==> src/rtl/cst_pkg.sv <==
// ----------------------------------------------------------------------------
// cst_pkg - shared types and constants for the cursor sequence unit
// Operation and status codes, default sizes and the types passed between the
// sequencer, the element memory and the top level.
// ----------------------------------------------------------------------------
package cst_pkg;

  localparam int unsigned DepthDef     = 256;
  localparam int unsigned ElemWidthDef = 32;
  localparam int unsigned OpWidth      = 3;
  localparam int unsigned ValWidth     = 32;

  typedef enum logic [OpWidth-1:0] {
    OP_CLEAR      = 3'd0,
    OP_INS_BEFORE = 3'd1,
    OP_INS_AT     = 3'd2,
    OP_DELETE     = 3'd3,
    OP_READ       = 3'd4,
    OP_ADVANCE    = 3'd5,
    OP_REWIND     = 3'd6
  } op_e;

  typedef enum logic [1:0] {
    ST_OK      = 2'd0,
    ST_NO_ELEM = 2'd1,
    ST_FULL    = 2'd2
  } status_e;

  // Memory port strobes
  typedef struct packed {
    logic we;
    logic re;
  } mem_ctrl_t;

  // One finished result
  typedef struct packed {
    logic signed [ValWidth-1:0] point_value;
    status_e                    status;
    logic                       at_end;
    logic                       seq_empty;
  } res_t;

endpackage

==> src/rtl/cst_seq.sv <==
// ----------------------------------------------------------------------------
// cst_seq - operation sequencer for the two-stack gap buffer
// Holds both stack counts, drives the single memory port pair and walks the
// left stack element by element on rewind.
// ----------------------------------------------------------------------------
module cst_seq #(
  parameter int unsigned DEPTH      = cst_pkg::DepthDef,
  parameter int unsigned ELEM_WIDTH = cst_pkg::ElemWidthDef,
  localparam int unsigned AW        = $clog2(DEPTH)
) (
  input  logic                           clk_i,
  input  logic                           rst_ni,
  input  logic                           in_valid_i,
  output logic                           in_ready_o,
  input  logic [cst_pkg::OpWidth-1:0]    operation_i,
  input  logic signed [cst_pkg::ValWidth-1:0] value_i,
  output cst_pkg::mem_ctrl_t             mem_ctrl_o,
  output logic [AW-1:0]                  mem_waddr_o,
  output logic [ELEM_WIDTH-1:0]          mem_wdata_o,
  output logic [AW-1:0]                  mem_raddr_o,
  input  logic [ELEM_WIDTH-1:0]          mem_rdata_i,
  output logic                           res_valid_o,
  input  logic                           res_ready_i,
  output cst_pkg::res_t                  res_o
);
  import cst_pkg::*;

  localparam int unsigned CW = $clog2(DEPTH + 1);
  localparam logic [CW-1:0] DepthC = CW'(DEPTH);
  localparam logic [CW-1:0] OneC   = CW'(1);

  typedef enum logic [2:0] {
    S_IDLE,
    S_ADV,
    S_REW,
    S_RD,
    S_OUT
  } state_e;

  state_e        state_q, state_d;
  logic [CW-1:0] before_q, before_d;
  logic [CW-1:0] after_q, after_d;
  status_e       status_q, status_d;

  logic [CW:0]           fill;
  logic                  full;
  logic [AW-1:0]         ptr_addr;
  logic [AW-1:0]         below_addr;
  logic [AW-1:0]         left_addr;
  logic [AW-1:0]         left_top_addr;
  logic [AW-1:0]         left_next_addr;
  logic signed [63:0]    value_ext;
  logic [ELEM_WIDTH-1:0] elem_in;
  logic signed [ELEM_WIDTH-1:0] rd_elem;
  logic signed [63:0]    rd_ext;

  assign fill           = {1'b0, before_q} + {1'b0, after_q};
  assign full           = (fill >= {1'b0, DepthC});
  assign ptr_addr       = AW'(DepthC - after_q);
  assign below_addr     = AW'(DepthC - after_q - OneC);
  assign left_addr      = AW'(before_q);
  assign left_top_addr  = AW'(before_q - OneC);
  assign left_next_addr = AW'(before_q - CW'(2));

  assign value_ext = 64'(value_i);
  assign elem_in   = value_ext[ELEM_WIDTH-1:0];
  assign rd_elem   = mem_rdata_i;
  assign rd_ext    = 64'(rd_elem);

  always_comb begin
    state_d     = state_q;
    before_d    = before_q;
    after_d     = after_q;
    status_d    = status_q;
    mem_ctrl_o  = '0;
    mem_waddr_o = left_addr;
    mem_wdata_o = elem_in;
    mem_raddr_o = ptr_addr;
    res_valid_o = 1'b0;

    case (state_q)
      S_IDLE: begin
        if (in_valid_i) begin
          status_d = ST_OK;
          state_d  = S_RD;
          case (op_e'(operation_i))
            OP_CLEAR: begin
              before_d = '0;
              after_d  = '0;
            end
            OP_INS_BEFORE: begin
              if (full) begin
                status_d = ST_FULL;
              end else begin
                mem_ctrl_o.we = 1'b1;
                mem_waddr_o   = left_addr;
                before_d      = before_q + OneC;
              end
            end
            OP_INS_AT: begin
              if (full) begin
                status_d = ST_FULL;
              end else begin
                mem_ctrl_o.we = 1'b1;
                mem_waddr_o   = below_addr;
                after_d       = after_q + OneC;
              end
            end
            OP_DELETE: begin
              if (after_q == '0) begin
                status_d = ST_NO_ELEM;
              end else begin
                after_d = after_q - OneC;
              end
            end
            OP_READ: begin
              if (after_q == '0) begin
                status_d = ST_NO_ELEM;
              end
            end
            OP_ADVANCE: begin
              if (after_q == '0) begin
                status_d = ST_NO_ELEM;
              end else begin
                mem_ctrl_o.re = 1'b1;
                mem_raddr_o   = ptr_addr;
                state_d       = S_ADV;
              end
            end
            OP_REWIND: begin
              if (before_q != '0) begin
                mem_ctrl_o.re = 1'b1;
                mem_raddr_o   = left_top_addr;
                state_d       = S_REW;
              end
            end
            default: begin
            end
          endcase
        end
      end
      S_ADV: begin
        // move the element at the point onto the left stack
        mem_ctrl_o.we = 1'b1;
        mem_waddr_o   = left_addr;
        mem_wdata_o   = mem_rdata_i;
        before_d      = before_q + OneC;
        after_d       = after_q - OneC;
        state_d       = S_RD;
      end
      S_REW: begin
        // write the pending left top below the right stack, prefetch the next
        mem_ctrl_o.we = 1'b1;
        mem_waddr_o   = below_addr;
        mem_wdata_o   = mem_rdata_i;
        after_d       = after_q + OneC;
        before_d      = before_q - OneC;
        if (before_q > OneC) begin
          mem_ctrl_o.re = 1'b1;
          mem_raddr_o   = left_next_addr;
        end else begin
          state_d = S_RD;
        end
      end
      S_RD: begin
        if (after_q != '0) begin
          mem_ctrl_o.re = 1'b1;
          mem_raddr_o   = ptr_addr;
        end
        state_d = S_OUT;
      end
      S_OUT: begin
        res_valid_o = 1'b1;
        if (res_ready_i) begin
          state_d = S_IDLE;
        end
      end
      default: begin
        state_d = S_IDLE;
      end
    endcase
  end

  always_ff @(posedge clk_i or negedge rst_ni) begin
    if (!rst_ni) begin
      state_q  <= S_IDLE;
      before_q <= '0;
      after_q  <= '0;
      status_q <= ST_OK;
    end else begin
      state_q  <= state_d;
      before_q <= before_d;
      after_q  <= after_d;
      status_q <= status_d;
    end
  end

  assign in_ready_o        = (state_q == S_IDLE);
  assign res_o.point_value = (after_q != '0) ? rd_ext[ValWidth-1:0] : '0;
  assign res_o.status      = status_q;
  assign res_o.at_end      = (after_q == '0);
  assign res_o.seq_empty   = (after_q == '0) && (before_q == '0);

endmodule

==> config.mk <==
export PLATFORM = sky130hd
export DESIGN_NAME = cst_seq
export DESIGN_NICKNAME = d
export VERILOG_FILES = /design/src/rtl/cst_pkg.sv /design/src/rtl/cst_seq.sv
export SDC_FILE = /design/constraint.sdc
export NUM_CORES = 1
export LEC_CHECK = 0
export BUFFER_PORTS_ARGS = -buffer_cell sky130_fd_sc_hd__buf_4
export CAP_MARGIN = 5
export CORE_MARGIN = 1.5
export CORE_UTILIZATION = 40
export CTS_BUF_LIST = sky130_fd_sc_hd__clkbuf_8
export DETAILED_ROUTE_END_ITERATION = 16
export GPL_ROUTABILITY_DRIVEN = 1
export PLACE_DENSITY = 0.7
export SYNTH_ARGS = -nofsm -noshare
export SYNTH_HDL_FRONTEND = slang
export SYNTH_SLANG_ARGS = --single-unit
==> constraint.sdc <==
create_clock -name clk_i -period 2.9 [get_ports clk_i]
set_input_delay 0.145 -clock clk_i [delete_from_list [all_inputs] [get_ports clk_i]]
set_output_delay 0.145 -clock clk_i [all_outputs]
set_load 0.03 [all_outputs]
==> impl_metrics.toml, run 1 <==
[setup_path]
critPathKind = "flop to output pin"
cp.required_ps = 2760
cp_top_family = "compound AO/OA/AOI/OAI gates"
slowest_stage = "dfrtp_1"
cp-end-kind = "output pin"
crit_chain = "ha_1, a311oi_2, o21bai_2, a21o_2, o21ai_4, mux2_2, buf_4"
arrival_ps = 2670
slowest_delay_ps = 470
path_max_fanout = 7
path_buf_inv = 1
worst_setup_path_start_kind = "flop"

[timing]
drv_slew = 0
skew_ps = 6.57
min_period_over_period_pct = 97.0
max_slew.worst_pin.slew_ps = 646
setup_viol_count_final = 0
hold_viol_final = 0
relSlewSlack_pct = 56.3
final.setup.tns_ps = 0
fmax_ghz = 0.355
finalCriticalPeriod_ps = 2810
rsz0062_at_grt = "no"

[drt]
post_drt_wl_per_cell_um = 19.0
route.detailed.drc = 0
drt_iter0_markers = 360
vias = 4612
drtPass1Iterations = 5
drtAntennaViolNets = 0
via_per_inst = 5.96
drt-total-wl_um = 14700

[logic_synthesis]
ys_warn_count = 0
post_synth.cell_area_avg_um2 = 6.92
synth-main-ff-cell = "dfrtp_1"
synthAdderAreaFrac_pct = 6.00
synth-seq-cells = 23
synthSimpleGateAreaFrac_pct = 35.6
synth_area_leaders = "dfrtp_1 (16%), nand2_1 (13%), and2_1 (6.2%)"
synth_nets = 600
yosysUniqueCellTypes = 76
synth_area_leader_cell = "dfrtp_1"
netlist.area_leader.share_pct = 16.2
async_reset_ff_share_pct = 100
yosys.area_share.xor_xnor_pct = 4.69
synthCells = 512
synth_edf_count = 0
synthMuxAreaShare_pct = 1.80
netlist_area_mm2 = 0.00354
seq_area_frac_synth_pct = 16.2
synth_compound_area_share_pct = 29.5
synth_top_family_by_area = "simple AND/OR/NAND/NOR gates"

[finish]
syn2layout_area_growth_pct = 41.2
insertedDiodeCount = 0
drive_gt1_share_pct = 33.0
nets = 755

[global_routing]
grt_pass1_vias = 4521
grt_pass1_wl_um = 23300
grt_max_degree = 36
antenna_found_initial = 0
gr-usage-all-layers_pct = 30.4
overflow = 0

[clocking]
cts_buffers = 3
clkSinkCount = 23
clk_pin_slew_worst_paths_ps = 100
clk_path_buf_depth = 2
clk_latency_ps = 280
cts_max_level = 1
cts_tree = "done"
clockRootBuffer = "clkbuf_8"

[placed_design]
dpl.hpwl_um = 11500
numPortBuffers = 158
gp_congestion = 1.00

[floorplan]
rows = 34
die_x_um = 97.1
io_pins = 159
core_area_mm2 = 0.00864
fp.dieArea_mm2 = 0.00944
initial_core_util_pct = 41.0
die_h_um = 97.1

[worst_hold_path]
hp-class = "primary input to flop"

[run_status]
status = "finished, final reports clean"

[run]
max_cap_violations = 0
[sequential cells by signal, summed over array words and instances (netlist names)]
name      flops
after_q       9
status_q      2
state_q       3
before_q      9
[metal layers]
layer,GRT usage [%],wire length (um)
met5,0,0
met4,9.25,531
met3,5.61,1240
met2,52.9,7160
met1,38.1,5780
[cells in the mapped netlist, types with 4 or more instances]
library cell    n
a211o_1         7
a211oi_1        7
a21oi_1        18
a22o_1         11
a22oi_1         7
and2_1         35
buf_2           5
clkbuf_1       27
dfrtp_1        23
ha_1           17
inv_1          12
nand2_1       121
nand2b_1        7
nand3_1        10
nor2_1         24
nor2b_1         8
nor3_1         16
nor3b_1         5
o211ai_1        4
o21ai_0        24
o221ai_1        4
o22a_1          7
o22ai_1        11
xnor2_1        14
xor2_1          5
[cell usage in the layout (no fill, tap or decap), drive strengths merged, types with 7 or more instances in the layout]
cell type and instances:
and2 35, o21ai 26, nor3 18, nand2 121, a211oi 9, nor2 24, nor2b 8, buf 186
inv 13, a22oi 8, dfrtp 23, o22a 7, nand3 10, xnor2 14, ha 17, a211o 7
o22ai 11, a21oi 20, a22o 11, nand2b 7
[worst paths after layout]
| check | startpoint | endpoint | slack, ps | cells past startpoint |
|---|---|---|---|---|
| worst max-delay path | before_q[1] | mem_waddr_o[6] | 90 | 7 |
| worst min-delay path | res_ready_i | state_q[2] | 30 | 2 |
| worst max register to register | before_q[1] | after_q[0] | 460 | 7 |
| worst min register to register | status_q[0] | status_q[0] | 500 | 2 |
| max in group asynchronous | rst_ni | after_q[3] | 2290 | 2 |
| min in group asynchronous | rst_ni | before_q[3] | 310 | 2 |
[cells by family (layout without fill, tap and decap cells)]
| kind of cell | count (synthesis) | count (layout) |
|---|---|---|
| mux | 6 | 6 |
| xor+xnor | 19 | 19 |
| simple gates | 256 | 256 |
| fa+ha+maj | 17 | 17 |
| buf+inv | 49 | 203 |
| compound gates | 142 | 142 |
| flops | 23 | 23 |
[worst register-to-register path: cells and delay by family, from the launching register on]
family                     cells  cell delay [ps]
DFF                            1              470
buffers and inverters          1              190
adders and majority gates      1              330
AOI/OAI and AO/OA              4             1110
muxes                          1              250
[area by class of cell]
class	count	area [um^2]
well taps	108	135
clock buffers	3	41.3
repair buffers	187	1410
fillers	816	3630
clock inverters	1	3.75
multi-input cells	440	2790
flip-flops and latches	23	581
inverters	12	45.0
[stage by stage]
| step | setup slack, ps | cell area (um^2) | hold slack, ps | std cells | util [%] |
|---|---|---|---|---|---|
| floorplan | 57.9 | 3550 | -151 | 512 | - |
| global placement | 280 | 4910 | 79.0 | 768 | 56.8 |
| detailed placement | 252 | 4910 | 82.0 | 768 | 56.8 |
| CTS | 4.58 | 4960 | 32.9 | 773 | 57.5 |
| global route | 1.40 | 5010 | 17.0 | 774 | 58.0 |
| finish | 86.3 | 5010 | 27.1 | 774 | 58.0 |
[timing repair]
item,4_1_cts,5_1_grt
gates resized for setup,1,13
hold buffers,1,0
pin swaps,0,1
hold endpoints to repair,23,0
setup buffers,0,1
endpoints found under the setup margin,4,17
Power of run 1 is left out: the tool's default activity adds up to more than one toggle a clock period on the data nets, which glitch-free logic cannot reach.
==> run 2: changes to the inputs <==
HOLD_SLACK_MARGIN = 0.03   (was not set)
==> run 2 against run 1 <==
Via count is 0.74% higher. Fmax hardly changed. Utilization is 0.12 points higher. Sequential share of layout area hardly changed. First-iteration DRC count is 11% lower. Cell area is 0.20% higher. Non-clock buffer count is 1 higher. Global-route usage stayed put. Clock-buffer cell count stayed put. Die area stayed put. Cell count is 0.13% higher. Largest cell class unchanged. Highest routed layer unchanged.
==> impl_metrics.toml, run 2 (synthesis gave the netlist of run 1 again) <==
[finish]
syn2layout_area_growth_pct = 41.5
insertedDiodeCount = 0
top_regs = "after_q x9, before_q x9, state_q x3"
nets = 756
fill_cells = 815
final_cell_mix = "buf_4 (186), nand2_1 (121), and2_1 (35)"
drive_gt1_share_pct = 33.0
final_common_cell = "buf_4"
final_core_util_pct = 58.1

[floorplan]
io_pins = 159
die_x_um = 97.1
die_h_um = 97.1
initial_core_util_pct = 41.0
core_area_mm2 = 0.00864
fp.dieArea_mm2 = 0.00944
rows = 34

[timing]
relSlewSlack_pct = 56.3
rsz0062_at_grt = "no"
max_slew.worst_pin.slew_ps = 645
drv_slew = 0
setup_viol_count_final = 0
setup_slack_ps = 88.9
hold_viol_final = 0
skew_ps = 3.06
finalCriticalPeriod_ps = 2810
final.setup.tns_ps = 0
fmax_ghz = 0.356
min_period_over_period_pct = 96.9

[placed_design]
numPortBuffers = 158
dpl.hpwl_um = 11500
place_ws_ps = 252
gp_congestion = 1.00

[setup_path]
path_max_fanout = 7
slowest_delay_ps = 690
cp.required_ps = 2760
critPathKind = "flop to output pin"
crit_path_start = "before_q[6]"
slowest_stage = "or4_1"
cp-end-kind = "output pin"
path_buf_inv = 1
crit_chain = "or4_1, a2111o_1, nand2_1, o22ai_1, a211oi_1, buf_4"
worst_setup_path_start_kind = "flop"
cp.depth = 6
worstRegToRegCells = 7
cp_top_family = "compound AO/OA/AOI/OAI gates"
arrival_ps = 2670
r2r-start = "before_q[1]"

[drt]
vias = 4646
drtAntennaViolNets = 0
drt-total-wl_um = 14700
route.detailed.drc = 0
drt_iter0_markers = 319
drtPass1Iterations = 5
via_per_inst = 5.99
post_drt_wl_per_cell_um = 19.0

[global_routing]
gr-usage-all-layers_pct = 30.4
overflow = 0
grt_max_degree = 36
grt_pass1_wl_um = 23300
grt_pass1_vias = 4521
antenna_found_initial = 0

[run_status]
status = "finished, final reports clean"

[clocking]
clk_path_buf_depth = 2
cts_tree = "done"
cts_max_level = 1
clk_pin_slew_worst_paths_ps = 90
clkSinkCount = 23
clockRootBuffer = "clkbuf_8"
clk_latency_ps = 270
cts_buffers = 3

[run]
max_cap_violations = 0

[worst_hold_path]
hp-class = "primary input to flop"
hold_path_depth = 3
hp-start = "in_valid_i"
-- run 2: changes by cell type in the layout (fill, tap and decap cells not counted) --
cell,delta
dlygate4sd3_1,+1
-- run 2: final timing paths --
path                                  endpoint  slack [ps]
worst max-delay path            mem_raddr_o[0]          90
worst min-delay path                state_q[1]         200
worst max register to register      after_q[0]         470
worst min register to register     status_q[0]         500
max in group asynchronous           after_q[3]        2300
min in group asynchronous          before_q[3]         320
-- run 2: routing by layer --
metal  vias to the layer above  wire length (um)  GRT usage (%)
met5                         -                 0              0
li1                       2155                 -              -
met4                         0               471           9.25
met3                        36              1190           5.61
met2                       258              7240           52.9
met1                      2197              5820           38.1
-- run 2: area by class of cell --
type / count / area, um^2 / share of cell area (%)
inverter: 12 / 45.0 / 0.898
clock inverter: 1 / 3.75 / 0.0748
timing repair buffer: 188 / 1420 / 28.2
tap: 108 / 135 / 2.69
multi-input combinational: 440 / 2790 / 55.7
sequential: 23 / 581 / 11.6
clock buffer: 3 / 41.3 / 0.823
-- run 2: per-stage QoR --
| stage | area (um^2) | hold WS (ps) | std cells |
|---|---|---|---|
| 4_1_cts | 4960 | 32.9 | 773 |
| 5_1_grt | 5020 | 195 | 775 |
| 3_5_place_dp | 4910 | 82.0 | 768 |
| 3_3_place_gp | 4910 | 79.0 | 768 |
| 2_1_floorplan | 3550 | -151 | 512 |
| 6_report | 5020 | 203 | 775 |
-- run 2: worst reg2reg max path: cells and delay by family, from the launching register on --
| family | cells | cell delay [ps] |
|---|---|---|
| DFF | 1 | 470 |
| buffers and inverters | 1 | 190 |
| AOI/OAI and AO/OA | 4 | 1090 |
| muxes | 1 | 260 |
| adders and majority gates | 1 | 330 |
-- run 2: repair_timing --
item | CTS | global route
setup endpoints to repair | 4 | 17
hold endpoints to repair | 23 | 1
resized for setup | 1 | 13
buffers inserted | 0 | 1
pin swaps | 0 | 1
hold buffers | 1 | 1
Power of run 2 is left out for the same reason.
==> run 3: changes to the inputs <==
RECOVER_POWER = 100   (was not set)
==> run 3 against run 2 <==
The flow now finishes with violations (capacitance limit). Wire length decreased by 0.14%. Sequential share of layout area increased by 0.39 points. Global-route usage unchanged. Cell area decreased by 3.3%. Clock skew increased by 2.3 ps. Register-to-register slack got worse by 310 ps. Worst setup slack got worse by 16 ps. Hold slack got worse by 5.0 ps. Critical path type unchanged. Critical endpoint is now mem_raddr_o[3]. Highest routed layer unchanged.
==> impl_metrics.toml, run 3 (synthesis gave the netlist of run 1 again) <==
[setup_path]
cp-end-kind = "output pin"
path_max_fanout = 7
r2r-start = "state_q[1]"
arrival_ps = 2680
worst_setup_path_start_kind = "flop"
crit_path_start = "before_q[6]"
r2r_end = "before_q[7]"
worstRegToRegCells = 6
critPathKind = "flop to output pin"
reg2reg_slack_ps = 160
cp.required_ps = 2760

[placed_design]
dpl.hpwl_um = 11500
numPortBuffers = 158
gp_congestion = 1.00

[floorplan]
die_x_um = 97.1
io_pins = 159
rows = 34
initial_core_util_pct = 41.0
fp.dieArea_mm2 = 0.00944
core_area_mm2 = 0.00864
die_h_um = 97.1

[timing]
max_slew.worst_pin.slew_ps = 1500
hold_ws_ps = 198
min_period_over_period_pct = 97.5
finalCriticalPeriod_ps = 2830
drv_slew = 0
fmax_ghz = 0.354
relSlewSlack_pct = 0.230
skew_ps = 5.41
hold_viol_final = 0
setup_viol_count_final = 0

[drt]
vias = 4627
via_per_inst = 5.97
drt_iter0_markers = 376
drt-total-wl_um = 14700
drtAntennaViolNets = 0
route.detailed.drc = 0
drtPass1Iterations = 5
post_drt_wl_per_cell_um = 19.0

[finish]
insertedDiodeCount = 0
syn2layout_area_growth_pct = 36.9
top_regs = "after_q x9, before_q x9, state_q x3"
nets = 756
final_common_cell = "buf_4"
final_cell_mix = "buf_4 (128), nand2_1 (121), clkbuf_2 (37)"
drive_gt1_share_pct = 31.2

[clocking]
clkSinkCount = 23
cts_tree = "done"
cts_max_level = 1
clk_pin_slew_worst_paths_ps = 90
clk_latency_ps = 280
clk_path_buf_depth = 2
cts_buffers = 3
clockRootBuffer = "clkbuf_8"

[run_status]
status = "finished, violations left"
violations = "capacitance limit"

[worst_hold_path]
hp-start = "in_valid_i"
hold_end = "state_q[1]"
hold_path_depth = 3
hp-class = "primary input to flop"

[global_routing]
gr-usage-all-layers_pct = 30.4
grt_max_degree = 36
antenna_found_initial = 0
grt_pass1_wl_um = 23300
grt_pass1_vias = 4521
overflow = 0

[run]
max_cap_violations = 1
## run 3: final cells by class
class / instances / area [um^2]
clock buffer: 3 / 41.3
clock inverter: 1 / 3.75
fill: 865 / 3780
inverter: 12 / 45.0
multi-input combinational: 440 / 2780
sequential: 23 / 581
tap: 108 / 135
timing repair buffer: 188 / 1260
## run 3: through the flow
| stage | util (%) | setup WS (ps) | area (um^2) | TNS (ps) | std cells |
|---|---|---|---|---|---|
| finish | 56.2 | 72.5 | 4850 | 0 | 775 |
| global route | 56.2 | -4.25 | 4850 | -5.12 | 775 |
| CTS | 57.5 | 4.58 | 4960 | 0 | 773 |
| detailed placement | 56.8 | 252 | 4910 | 0 | 768 |
| global placement | 56.8 | 280 | 4910 | 0 | 768 |
| floorplan | - | 57.9 | 3550 | 0 | 512 |
## run 3: repair_timing
action | in CTS | in global routing
endpoints found under the setup margin | 4 | 17
gates cloned | 0 | 0
gates resized for setup | 1 | 13
pin swaps | 0 | 1
hold endpoints to repair | 23 | 1
hold buffers | 1 | 1
setup buffers | 0 | 1
## run 3: per-layer routing
metal  GRT usage [%]  share of wire, %  up-vias
met5               0                 0        -
met4            9.25               3.4        0
met3            5.61               8.5       35
met2            52.9                49      268
li1                -                 -     2150
met1            38.1                39     2174
## run 3: worst max-delay path by stage
| stage | end | cells after the start |
|---|---|---|
| floorplan | res_o[0] | 8 |
| global placement | mem_waddr_o[6] | 7 |
| detailed placement | mem_waddr_o[6] | 7 |
| CTS | mem_waddr_o[6] | 7 |
| global route | mem_raddr_o[3] | 9 |
| finish | mem_raddr_o[3] | 7 |
## run 3: worst max-delay path, cell delays in order (launching register included)
cell	delay [ps]
dfrtp_1	470
or4_1	690
a2111o_1	450
a22oi_2	190
clkbuf_2	210
nand2_1	60
o21ai_0	120
buf_4	220
Power of run 3 is left out for the same reason.
